[config.mk]
export PLATFORM = sky130hd
export DESIGN_NAME = smpp_ctrl
export DESIGN_NICKNAME = d
export VERILOG_FILES = /design/src/rtl/smpp_pkg.sv /design/src/rtl/smpp_ctrl.sv
export SDC_FILE = /design/constraint.sdc
export NUM_CORES = 1
export LEC_CHECK = 0
export ABC_AREA = 1
export BUFFER_PORTS_ARGS = -buffer_cell sky130_fd_sc_hd__buf_2
export CORE_ASPECT_RATIO = 2
export CORE_MARGIN = 2
export CORE_UTILIZATION = 55
export CTS_CLUSTER_SIZE = 14
export DETAILED_ROUTE_END_ITERATION = 16
export PLACE_DENSITY = 0.76
export SLEW_MARGIN = 20
export SYNTH_ARGS = -nofsm -noshare
export SYNTH_HDL_FRONTEND = slang
export SYNTH_SLANG_ARGS = --single-unit
[constraint.sdc]
create_clock -name i_clk -period 6.04 [get_ports i_clk]
set_input_delay 1.208 -clock i_clk [delete_from_list [all_inputs] [get_ports i_clk]]
set_output_delay 1.208 -clock i_clk [all_outputs]
set_load 0.005 [all_outputs]
[src/rtl/smpp_pkg.sv]
// Shared types and constants of the serial memory programmer protocol unit.
`default_nettype none

package smpp_pkg;

    // Width of the reply byte counter; a chunk never exceeds 63 bytes.
    localparam int CNT_W = 6;

    // Protocol phases
    localparam logic [2:0] PH_IDLE      = 3'd0;
    localparam logic [2:0] PH_CMD       = 3'd1;
    localparam logic [2:0] PH_ACK_LEN   = 3'd2;
    localparam logic [2:0] PH_ACK_BODY  = 3'd3;
    localparam logic [2:0] PH_LOAD_LEN  = 3'd4;
    localparam logic [2:0] PH_LOAD_BODY = 3'd5;

    // Error codes
    localparam logic [1:0] ERR_RESET      = 2'd0;
    localparam logic [1:0] ERR_CORRUPT    = 2'd1;
    localparam logic [1:0] ERR_UNEXPECTED = 2'd2;
    localparam logic [1:0] ERR_UNKNOWN    = 2'd3;

    // Result kinds
    localparam logic KIND_TX  = 1'b0;
    localparam logic KIND_ERR = 1'b1;

    // Command characters
    localparam logic [7:0] CMD_READ  = 8'h72;
    localparam logic [7:0] CMD_WRITE = 8'h77;
    localparam logic [7:0] CMD_DUMP  = 8'h64;
    localparam logic [7:0] CMD_LOAD  = 8'h6c;

    // Memory write sources
    localparam logic [1:0] MEM_NONE  = 2'd0;
    localparam logic [1:0] MEM_LOAD  = 2'd1;
    localparam logic [1:0] MEM_CMD   = 2'd2;
    localparam logic [1:0] MEM_CLEAR = 2'd3;

    // Read pointer operations
    localparam logic [1:0] PTR_HOLD = 2'd0;
    localparam logic [1:0] PTR_CMD  = 2'd1;
    localparam logic [1:0] PTR_DUMP = 2'd2;
    localparam logic [1:0] PTR_INC  = 2'd3;

    typedef struct packed {
        logic             cap_byte;
        logic [1:0]       cap_idx;
        logic [1:0]       mem_op;
        logic             dump_rst;
        logic             dump_adv;
        logic             load_start;
        logic [1:0]       ptr_op;
        logic             push;
        logic             push_mem;
        logic             push_kind;
        logic [7:0]       push_tx;
        logic [1:0]       push_code;
        logic             push_last;
    } t_dp_cmd;

    typedef struct packed {
        logic             out_free;
        logic             clear_last;
        logic [CNT_W-1:0] chunk_len;
        logic             dump_zero;
        logic             load_done;
        logic [7:0]       cmd0;
    } t_dp_stat;

endpackage

`default_nettype wire

[src/rtl/smpp_ctrl.sv]
// Controller: packet framing, protocol phase and reply sequencing state machine.
`default_nettype none

module smpp_ctrl import smpp_pkg::*; #(
    parameter int CHUNK_BYTES = 63
) (
    input  wire logic       i_clk,
    input  wire logic       i_rst_n,
    input  wire logic       i_rx_valid,
    input  wire logic [7:0] i_rx_byte,
    output logic            o_rx_ready,
    input  wire t_dp_stat   i_stat,
    output t_dp_cmd         o_cmd
);

    localparam logic [7:0] CMD_CAP = 8'(CHUNK_BYTES + 1);
    localparam logic [7:0] ACK_CAP = 8'(CHUNK_BYTES);

    localparam logic [2:0] S_CLEAR = 3'd0;
    localparam logic [2:0] S_RX    = 3'd1;
    localparam logic [2:0] S_EXEC  = 3'd2;
    localparam logic [2:0] S_ACK   = 3'd3;
    localparam logic [2:0] S_ERR   = 3'd4;
    localparam logic [2:0] S_HDR   = 3'd5;
    localparam logic [2:0] S_DATA  = 3'd6;

    logic [2:0]       r_state,    n_state;
    logic [2:0]       r_phase,    n_phase;
    logic [7:0]       r_pkt_len,  n_pkt_len;
    logic [6:0]       r_seen,     n_seen;
    logic [CNT_W-1:0] r_count,    n_count;
    logic             r_src_dump, n_src_dump;
    logic             r_load_ack, n_load_ack;
    logic [1:0]       r_err,      n_err;

    logic [6:0] w_seen_inc;
    logic [7:0] w_seen8;
    logic       w_full;
    logic       w_over_cmd;
    logic       w_over_ack;

    assign w_seen_inc = r_seen + 7'd1;
    assign w_seen8    = {1'b0, w_seen_inc};
    assign w_full     = (w_seen8 >= r_pkt_len);
    assign w_over_cmd = (r_pkt_len > CMD_CAP) && (w_seen8 >= CMD_CAP);
    assign w_over_ack = (r_pkt_len > ACK_CAP) && (w_seen8 >= ACK_CAP);

    assign o_rx_ready = (r_state == S_RX);

    always_comb begin
        n_state    = r_state;
        n_phase    = r_phase;
        n_pkt_len  = r_pkt_len;
        n_seen     = r_seen;
        n_count    = r_count;
        n_src_dump = r_src_dump;
        n_load_ack = r_load_ack;
        n_err      = r_err;
        o_cmd      = '0;

        case (r_state)
            S_CLEAR: begin
                o_cmd.mem_op = MEM_CLEAR;
                if (i_stat.clear_last) begin
                    n_state = S_RX;
                end
            end

            S_RX: begin
                if (i_rx_valid) begin
                    // the first four body bytes land in the command register file
                    if (r_phase == PH_CMD || r_phase == PH_ACK_BODY ||
                        r_phase == PH_LOAD_BODY) begin
                        o_cmd.cap_byte = (r_seen < 7'd4);
                        o_cmd.cap_idx  = r_seen[1:0];
                        n_seen         = w_seen_inc;
                    end
                    case (r_phase)
                        PH_IDLE: begin
                            if (i_rx_byte != 8'd0) begin
                                n_pkt_len = i_rx_byte;
                                n_seen    = '0;
                                n_phase   = PH_CMD;
                            end
                        end
                        PH_CMD: begin
                            if (w_over_cmd) begin
                                n_err   = ERR_CORRUPT;
                                n_phase = PH_IDLE;
                                n_state = S_ERR;
                            end else if (w_full) begin
                                n_phase = PH_IDLE;
                                n_state = S_EXEC;
                            end
                        end
                        PH_ACK_LEN: begin
                            if (i_rx_byte != 8'd0) begin
                                n_pkt_len = i_rx_byte;
                                n_seen    = '0;
                                n_phase   = PH_ACK_BODY;
                            end else if (i_stat.dump_zero) begin
                                n_phase = PH_IDLE;
                            end else begin
                                n_count    = i_stat.chunk_len;
                                n_src_dump = 1'b1;
                                n_state    = S_HDR;
                            end
                        end
                        PH_ACK_BODY: begin
                            if (w_over_ack) begin
                                n_err   = ERR_CORRUPT;
                                n_phase = PH_IDLE;
                                n_state = S_ERR;
                            end else if (w_full) begin
                                // a one-byte 'r' reply asks for a reset
                                if (r_pkt_len == 8'd1 && i_rx_byte == CMD_READ) begin
                                    n_err = ERR_RESET;
                                end else begin
                                    n_err = ERR_UNEXPECTED;
                                end
                                n_phase = PH_IDLE;
                                n_state = S_ERR;
                            end
                        end
                        PH_LOAD_LEN: begin
                            if (i_rx_byte != 8'd0) begin
                                n_pkt_len = i_rx_byte;
                                n_seen    = '0;
                                n_phase   = PH_LOAD_BODY;
                            end else begin
                                n_load_ack = 1'b1;
                                n_state    = S_ACK;
                            end
                        end
                        PH_LOAD_BODY: begin
                            if (r_pkt_len <= CMD_CAP) begin
                                o_cmd.mem_op = MEM_LOAD;
                            end
                            if (w_over_cmd) begin
                                n_err   = ERR_CORRUPT;
                                n_phase = PH_IDLE;
                                n_state = S_ERR;
                            end else if (w_full) begin
                                n_load_ack = 1'b1;
                                n_state    = S_ACK;
                            end
                        end
                        default: begin
                            n_phase = PH_IDLE;
                        end
                    endcase
                end
            end

            S_EXEC: begin
                if (i_stat.cmd0 == CMD_READ && r_pkt_len == 8'd3) begin
                    n_count    = CNT_W'(1);
                    n_src_dump = 1'b0;
                    n_state    = S_HDR;
                end else if (i_stat.cmd0 == CMD_WRITE && r_pkt_len == 8'd4) begin
                    o_cmd.mem_op = MEM_CMD;
                    n_load_ack   = 1'b0;
                    n_state      = S_ACK;
                end else if (i_stat.cmd0 == CMD_DUMP && r_pkt_len == 8'd1) begin
                    o_cmd.dump_rst = 1'b1;
                    n_count        = CNT_W'(CHUNK_BYTES);
                    n_src_dump     = 1'b1;
                    n_phase        = PH_ACK_LEN;
                    n_state        = S_HDR;
                end else if (i_stat.cmd0 == CMD_LOAD && r_pkt_len == 8'd3) begin
                    o_cmd.load_start = 1'b1;
                    n_load_ack       = 1'b1;
                    n_state          = S_ACK;
                end else if (i_stat.cmd0 == CMD_READ && r_pkt_len == 8'd1) begin
                    n_state = S_RX;
                end else begin
                    n_err   = ERR_UNKNOWN;
                    n_state = S_ERR;
                end
            end

            S_ACK: begin
                if (i_stat.out_free) begin
                    o_cmd.push      = 1'b1;
                    o_cmd.push_kind = KIND_TX;
                    o_cmd.push_last = 1'b1;
                    if (r_load_ack) begin
                        n_phase = i_stat.load_done ? PH_IDLE : PH_LOAD_LEN;
                    end
                    n_state = S_RX;
                end
            end

            S_ERR: begin
                if (i_stat.out_free) begin
                    o_cmd.push      = 1'b1;
                    o_cmd.push_kind = KIND_ERR;
                    o_cmd.push_code = r_err;
                    o_cmd.push_last = 1'b1;
                    n_state         = S_RX;
                end
            end

            S_HDR: begin
                // keep the read pointer on the first byte while the header waits
                o_cmd.ptr_op = r_src_dump ? PTR_DUMP : PTR_CMD;
                if (i_stat.out_free) begin
                    o_cmd.push      = 1'b1;
                    o_cmd.push_kind = KIND_TX;
                    o_cmd.push_tx   = 8'(r_count);
                    o_cmd.dump_adv  = r_src_dump;
                    n_state         = S_DATA;
                end
            end

            S_DATA: begin
                if (i_stat.out_free) begin
                    o_cmd.push      = 1'b1;
                    o_cmd.push_mem  = 1'b1;
                    o_cmd.push_kind = KIND_TX;
                    o_cmd.push_last = (r_count == CNT_W'(1));
                    o_cmd.ptr_op    = PTR_INC;
                    n_count         = r_count - CNT_W'(1);
                    if (r_count == CNT_W'(1)) begin
                        n_state = S_RX;
                    end
                end else begin
                    o_cmd.ptr_op = PTR_HOLD;
                end
            end

            default: begin
                n_state = S_RX;
            end
        endcase
    end

    always_ff @(posedge i_clk) begin
        if (!i_rst_n) begin
            r_state    <= S_CLEAR;
            r_phase    <= PH_IDLE;
            r_pkt_len  <= '0;
            r_seen     <= '0;
            r_count    <= '0;
            r_src_dump <= 1'b0;
            r_load_ack <= 1'b0;
            r_err      <= ERR_RESET;
        end else begin
            r_state    <= n_state;
            r_phase    <= n_phase;
            r_pkt_len  <= n_pkt_len;
            r_seen     <= n_seen;
            r_count    <= n_count;
            r_src_dump <= n_src_dump;
            r_load_ack <= n_load_ack;
            r_err      <= n_err;
        end
    end

endmodule

`default_nettype wire

==> results.txt, run 1 <==
Status: complete, no violations
Syn Area/Cell: 6.18 µm²
Die Area: 5750 µm²
Iteration-0 DRC Markers: 82
Clock power share: 13.4%
R2R Path End: r_state[1]
Min-Delay Endpoint: r_err[0]
DP HPWL: 7.15 mm
Row count: 36
Most frequent cells in the layout: nand2_1, nor2_1, inv_1, buf_2, dfxtp_1
FF+latch count, synth: 31
Hold Fails Final Rpt: 0
Share of cells above drive strength 1: 23.1%
Synthesized area: 2820 µm²
Hold Buf Count CTS: 0
Resized Gates After CTS: 0
DRC Markers: 0
Number of global-route vias before repair: 3,162
Post-placement worst setup slack: 2.31 ns
Global routing usage on met3: 3.82%
Drt wl/cell: 15.3 µm
Ant diodes: 0
Required @ worst endpoint: 4.83 ns
Mapped Cells: 456
Post-synth EDFFs: 0
CP max stage cell: nor3_1
Post-Place Cells: 556
Pin count of the biggest net entering global routing: 22
Crit. End Element: output pin
Final std cells w/o fill: 564
Post-synth top flop: dfxtp_1
Arr. time, crit path: 2.55 ns
Grt met2 use: 61.4%
Commonest non-fill, non-tap cell in the layout: nand2_1
Setup TNS: 0 ns
Worst path max stage delay: 0.37 ns
Area Overhead vs Synth: 12.0%
Drt first pass iters: 4
Crit share post-route: 62.2%
Synth cell types: 48
Slew Limit Fails: 0
Placeable core area: 4910 µm²
# IOs: 54
Maxcap violations: 0
Setup slack after layout: 2.28 ns
Die width: 54.6 µm
Cts bufs inserted: 5
Max Root-Sink Buffers: 2
Max-slew headroom: 55.1%
Hold Path Class: reg2reg
Initial Util: 57.4%
CP Launch Type: input port
Grt ovf: 0
CP dominant cell by count: nand2_1
Clk_lat worst skew: 0.29 ns
Met1 GRT Util: 28.4%
Crit Path Class: in2out
Buffers on Ports: 51
GRT Total Usage: 32.4%
Final Setup Violations: 0
Min Tclk post-route: 3.76 ns
VDD IR max: 0.000280 V
Switching part of the total: 52.2%
RSZ-0062 raised after global routing: false
Worst path cell trace: buf_2 > inv_1 > nand3_1 > nor3_1 > nand2_1 > nand2_1 > inv_1 > nand2_1 > nand2_1 > buf_2
Post-CTS Setup Bufs: 0
Post-synthesis async set-or-reset flop share: 0%
Post-Route WL: 8.65 mm
Reg power frac: 26.2%
Combinational share of power: 60.3%
Register area share after synthesis: 22.0%
Worst r2r src: r_seen[0]
H-tree depth: 2
Die Ht: 105 µm
Psw: 643 µW
Gr busiest metal: met2
Worst slew pin tran: 0.672 ns
Initial antenna violation count: 0
R2R Setup Slk: 3.36 ns
Hold wc startpoint: r_err[0]
Pwr Density: 390 nW/µm²
Clk pin slew, worst setup/hold paths: 0.07 ns
R2R depth: 16
CP max FO: 5
Fmax: 266 MHz
Synth warnings: 0
Vias per cell: 5.65
Setup Skew: 0.00829 ns
GP Congestion: 0.979
TritonCTS Sinks: 31
Final #Nets: 547
Root buffer cell: clkbuf_8
Total number of vias: 3,185
ANT nets after route: 0
P_leak: 1.55 nW
Int Power: 589 µW
First-pass GRT wire length: 13.8 mm
CTS tree: done
Hold Path Cell Cnt: 2
Min Hold Slack: 0.477 ns
CP delay by family, top: simple AND/OR/NAND/NOR gates
Crit path buffers/inverters: 4
## cell usage after synthesis, types with 5 or more instances
cell type  instances  area share (%)
nor3_1            22             3.9
inv_1             51             6.8
a211oi_1           5             1.3
o21ai_0           21             3.7
inv_2             16             2.1
a21oi_1           28             5.0
nor2_1            71             9.5
nor2_2            11             2.4
ha_1              12             5.3
nand2_1           78              10
o21ai_1            9             1.6
nand2_2           12             2.7
dfxtp_1           31              22
nand3_1           27             4.8
nand4_1           10             2.2
## worst min-delay path: cells and delay by family (launching register included)
family | cells | cell delay [ns]
AND/OR/NAND/NOR | 1 | 0.06
flip-flops | 1 | 0.31
AO/OA/AOI/OAI | 1 | 0.05
## layer usage
layer | vias up | wire [µm]
met3 | 45 | 283
li1 | 1594 | -
met1 | 1443 | 2930
met2 | 103 | 4860
met5 | - | 0
met4 | 0 | 571
## kinds of logic after synthesis
| family | share of synthesized area, % |
|---|---|
| AND/OR/NAND/NOR | 41.8 |
| AO/OA/AOI/OAI | 17.6 |
| buffers and inverters | 12.7 |
| flip-flops | 22.0 |
| adder cells (fa/ha/maj) | 5.33 |
| XOR/XNOR | 0.311 |
| other | 0.133 |
## how the worst max path moves through the flow
stage	from	endpoint	slack (ns)	depth (start not counted)
finish	i_stat[0]	o_cmd[20]	2.28	10
global route	i_stat[0]	o_cmd[20]	2.14	10
CTS	i_stat[0]	o_cmd[20]	2.28	10
detailed placement	i_stat[0]	o_cmd[20]	2.31	10
global placement	i_stat[0]	o_cmd[20]	2.35	10
floorplan	i_stat[2]	o_cmd[20]	2.73	9
## final cells by class
cell class	instances	area, µm²
Fill cell	511	1750
Clock inverter	3	15.0
Multi-Input combinational cell	346	1840
Tap cell	57	71.3
Timing Repair Buffer	51	255
Clock buffer	5	68.8
Sequential cell	31	621
Inverter	71	284
## per-stage QoR
stage               power [mW]  area, µm²  utilization (%)
CTS                       1.22       3160             64.3
detailed placement        1.06       3070             62.6
global placement          1.05       3070             62.6
floorplan                0.879       2820                -
finish                    1.23       3160             64.3
global route              1.34       3160             64.3
## power by group through the flow
stage / combinational (mW) / clock [mW] / sequential [mW]
5_1_grt: 0.838 / 0.176 / 0.329
3_5_place_dp: 0.731 / 0 / 0.325
4_1_cts: 0.736 / 0.167 / 0.321
6_report: 0.743 / 0.166 / 0.323
3_3_place_gp: 0.722 / 0 / 0.324
2_1_floorplan: 0.569 / 0 / 0.310
## sequential cells by signal (all words and copies together), names as in the netlist
register    count
r_pkt_len       8
r_seen          7
r_count         6
r_phase         3
r_state         3
r_err           2
r_load_ack      1
r_src_dump      1
(Power assumes the default switching activity.)
==> run 2, diff against run 1 <==
Settings changed: ABC_AREA 1 to 0, CORE_UTILIZATION 55 to 51, PLACE_DENSITY 0.76 to 0.75.
Clock period 6.04 ns to 3.35 ns, I/O delays scaled along.
==> run 2 against run 1 <==
Non-clock buffer count rose by 11. Final cell count fell by 18%. Flip-flop and latch count did not move. Wire length decreased by 9.0%. Synthesized cell count decreased by 21%. Clock power is 87% higher. Die area grew 4.5%. Critical path depth is 3 higher. Power up 65%. Critical path type is now reg2reg. Largest power group unchanged. Highest routed layer unchanged.
==> results.txt, run 2 <==
Setup TNS: 0 ns
Setup Skew: 0.00930 ns
P_leak: 1.34 nW
Placeable core area: 5140 µm²
Final std cells w/o fill: 465
Cts bufs inserted: 5
Register area share after synthesis: 22.7%
Area Overhead vs Synth: 15.0%
Crit path buffers/inverters: 1
Clk pin slew, worst setup/hold paths: 0.07 ns
Top post-synthesis cells by count: nor2_1, dfxtp_1, nand2_1, a21oi_1, inv_1
Crit Path Class: reg2reg
Biggest register: r_pkt_len
Synthesized area: 2740 µm²
Required @ worst endpoint: 3.50 ns
H-tree depth: 2
Post-Route WL: 7.87 mm
Pwr Density: 646 nW/µm²
DRC Markers: 0
Post-synth top area cell: dfxtp_1
Die Area: 6000 µm²
Synth Area in Adders: 5.49%
Top cells by area, synth: dfxtp_1, ha_1, nor2_1
Status: complete, no violations
Fill cells: 497
Drt wl/cell: 16.9 µm
Share of cells above drive strength 1: 22.9%
CTS tree: done
# IOs: 54
Crit. End Element: flop
Slew Limit Fails: 0
Initial antenna violation count: 0
Pin count of the biggest net entering global routing: 19
GRT Total Usage: 27.8%
Int Power: 1.09 mW
RSZ-0062 raised after global routing: false
Crit share post-route: 89.1%
CP delay by family, top: simple AND/OR/NAND/NOR gates
Synth cell types: 72
Biggest regs: r_pkt_len (8), r_seen (7), r_count (6)
Final Setup Violations: 0
DP HPWL: 6.29 mm
Post-synthesis async set-or-reset flop share: 0%
Hold Fails Final Rpt: 0
Mapped Cells: 358
FF+latch count, synth: 31
Max Root-Sink Buffers: 2
Fmax: 335 MHz
Most frequent cell after synthesis: nor2_1
Post-CTS Setup Bufs: 0
Hold Buf Count CTS: 0
Register area: 621 µm²
Synth top area share: 22.7%
Post-Place Cells: 457
Total power: 2.03 mW
Reg power frac: 27.6%
ANT nets after route: 0
Post-synth top flop: dfxtp_1
Drt first pass iters: 4
Total number of vias: 2,843
Worst path max stage delay: 0.50 ns
Clock power share: 15.3%
Commonest non-fill, non-tap cell in the layout: buf_2
Number of global-route vias before repair: 2,905
Die Ht: 108 µm
CP dominant cell by count: ha_1
R2R Setup Slk: 0.37 ns
CP max FO: 10
Multiplexer area fraction after synthesis: 3.70%
CP max stage cell: dfxtp_1
Max-slew headroom: 58.0%
Post-synth EDFFs: 0
Iteration-0 DRC Markers: 126
Final #Nets: 447
Multi-input logic area: 1950 µm²
Maxcap violations: 0
Psw: 941 µW
Synth Area in XOR/XNOR: 5.12%
Row count: 37
Initial Util: 53.3%
Root buffer cell: clkbuf_8
First-pass GRT wire length: 13.2 mm
Synth Area in Compound Gates: 24.1%
Switching part of the total: 46.3%
Largest register FFs: 8
CP Launch Type: flop
Worst path cell trace: ha_1 > nand2_1 > nor2_1 > xnor2_1 > inv_1 > ha_1 > and4b_1 > o2bb2ai_1 > a31oi_2 > nand4_1 > nand2b_1 > a21oi_1 > nor3_1
Clk_lat worst skew: 0.29 ns
TritonCTS Sinks: 31
Grt ovf: 0
Worst slew pin tran: 0.629 ns
Vias per cell: 6.11
Ant diodes: 0
Largest family of logic cells by synthesized area: simple AND/OR/NAND/NOR gates
Most frequent cells in the layout: buf_2, nor2_1, dfxtp_1
Die width: 55.8 µm
VDD IR max: 0.000417 V
Combinational share of power: 57.2%
Simple-Gate Fraction of Synth Area: 32.5%
Hold Path Class: reg2reg
Synth warnings: 0
Buffers on Ports: 51
Arr. time, crit path: 3.14 ns
GP Congestion: 0.923
Min Tclk post-route: 2.98 ns
Syn Area/Cell: 7.64 µm²
run 2: changes by cell type after synthesis, moves of 12 or more:
cell / before / now
nand2_2: 12 / 0
nand3_1: 27 / 8
inv_2: 16 / 0
inv_1: 51 / 18
nand2_1: 78 / 30
nor2_1: 71 / 35
run 2: final timing paths:
check / cells past startpoint / start / to
setup / recovery: 13 / r_seen[0] / r_state[0]
hold / removal: 2 / r_err[1] / r_err[1]
setup reg to reg: 13 / r_seen[0] / r_state[0]
hold reg to reg: 2 / r_err[1] / r_err[1]
run 2: repair_timing:
action | in CTS | in global routing
hold endpoints to repair | 0 | 0
endpoints found under the setup margin | 0 | 2
resized for setup | 0 | 1
run 2: area by class of cell:
class | instances | share of cell area [%]
clock inverters | 3 | 0.755
well taps | 58 | 2.31
clock buffers | 5 | 2.19
inverters | 19 | 2.27
multi-input cells | 287 | 62.0
repair buffers | 62 | 10.7
flip-flops and latches | 31 | 19.7
run 2: power by group through the flow:
stage               logic (mW)  registers [mW]  clock network, mW
finish                    1.16           0.560              0.311
global route              1.28           0.571              0.335
CTS                       1.14           0.557              0.316
detailed placement        1.14           0.566                  0
global placement          1.12           0.562                  0
floorplan                0.860           0.524                  0
run 2: logic make-up after synthesis:
logic type,after synthesis
and+or+nand+nor,158
DFF,31
AOI/OAI and AO/OA,89
adders and majority gates,12
buffers and inverters,41
other,1
muxes,10
xor gates and xnor gates,16
run 2: worst reg2reg max path, cell delays in order (launching register included):
cell and delay [ns]:
dfxtp_1 0.50, ha_1 0.23, nand2_1 0.07, nor2_1 0.15
xnor2_1 0.19, inv_1 0.08, ha_1 0.29, and4b_1 0.23
o2bb2ai_1 0.13, a31oi_2 0.29, nand4_1 0.16, nand2b_1 0.28
a21oi_1 0.19, nor3_1 0.06
run 2: per-stage QoR:
step,utilization [%],hold slack (ns),setup slack (ns),instance area [µm²]
floorplan,-,0.488,0.533,2740
global placement,59.3,0.500,0.470,3050
detailed placement,59.3,0.515,0.324,3050
CTS,61.1,0.523,0.302,3140
global route,61.2,0.569,0.0935,3150
finish,61.2,0.516,0.367,3150
run 2: metal layers:
metal | global-route usage [%] | routed length, µm
met1 | 24.7 | 2730
met2 | 54.4 | 4470
met3 | 4.93 | 286
met4 | 18.6 | 376
met5 | 0 | 0
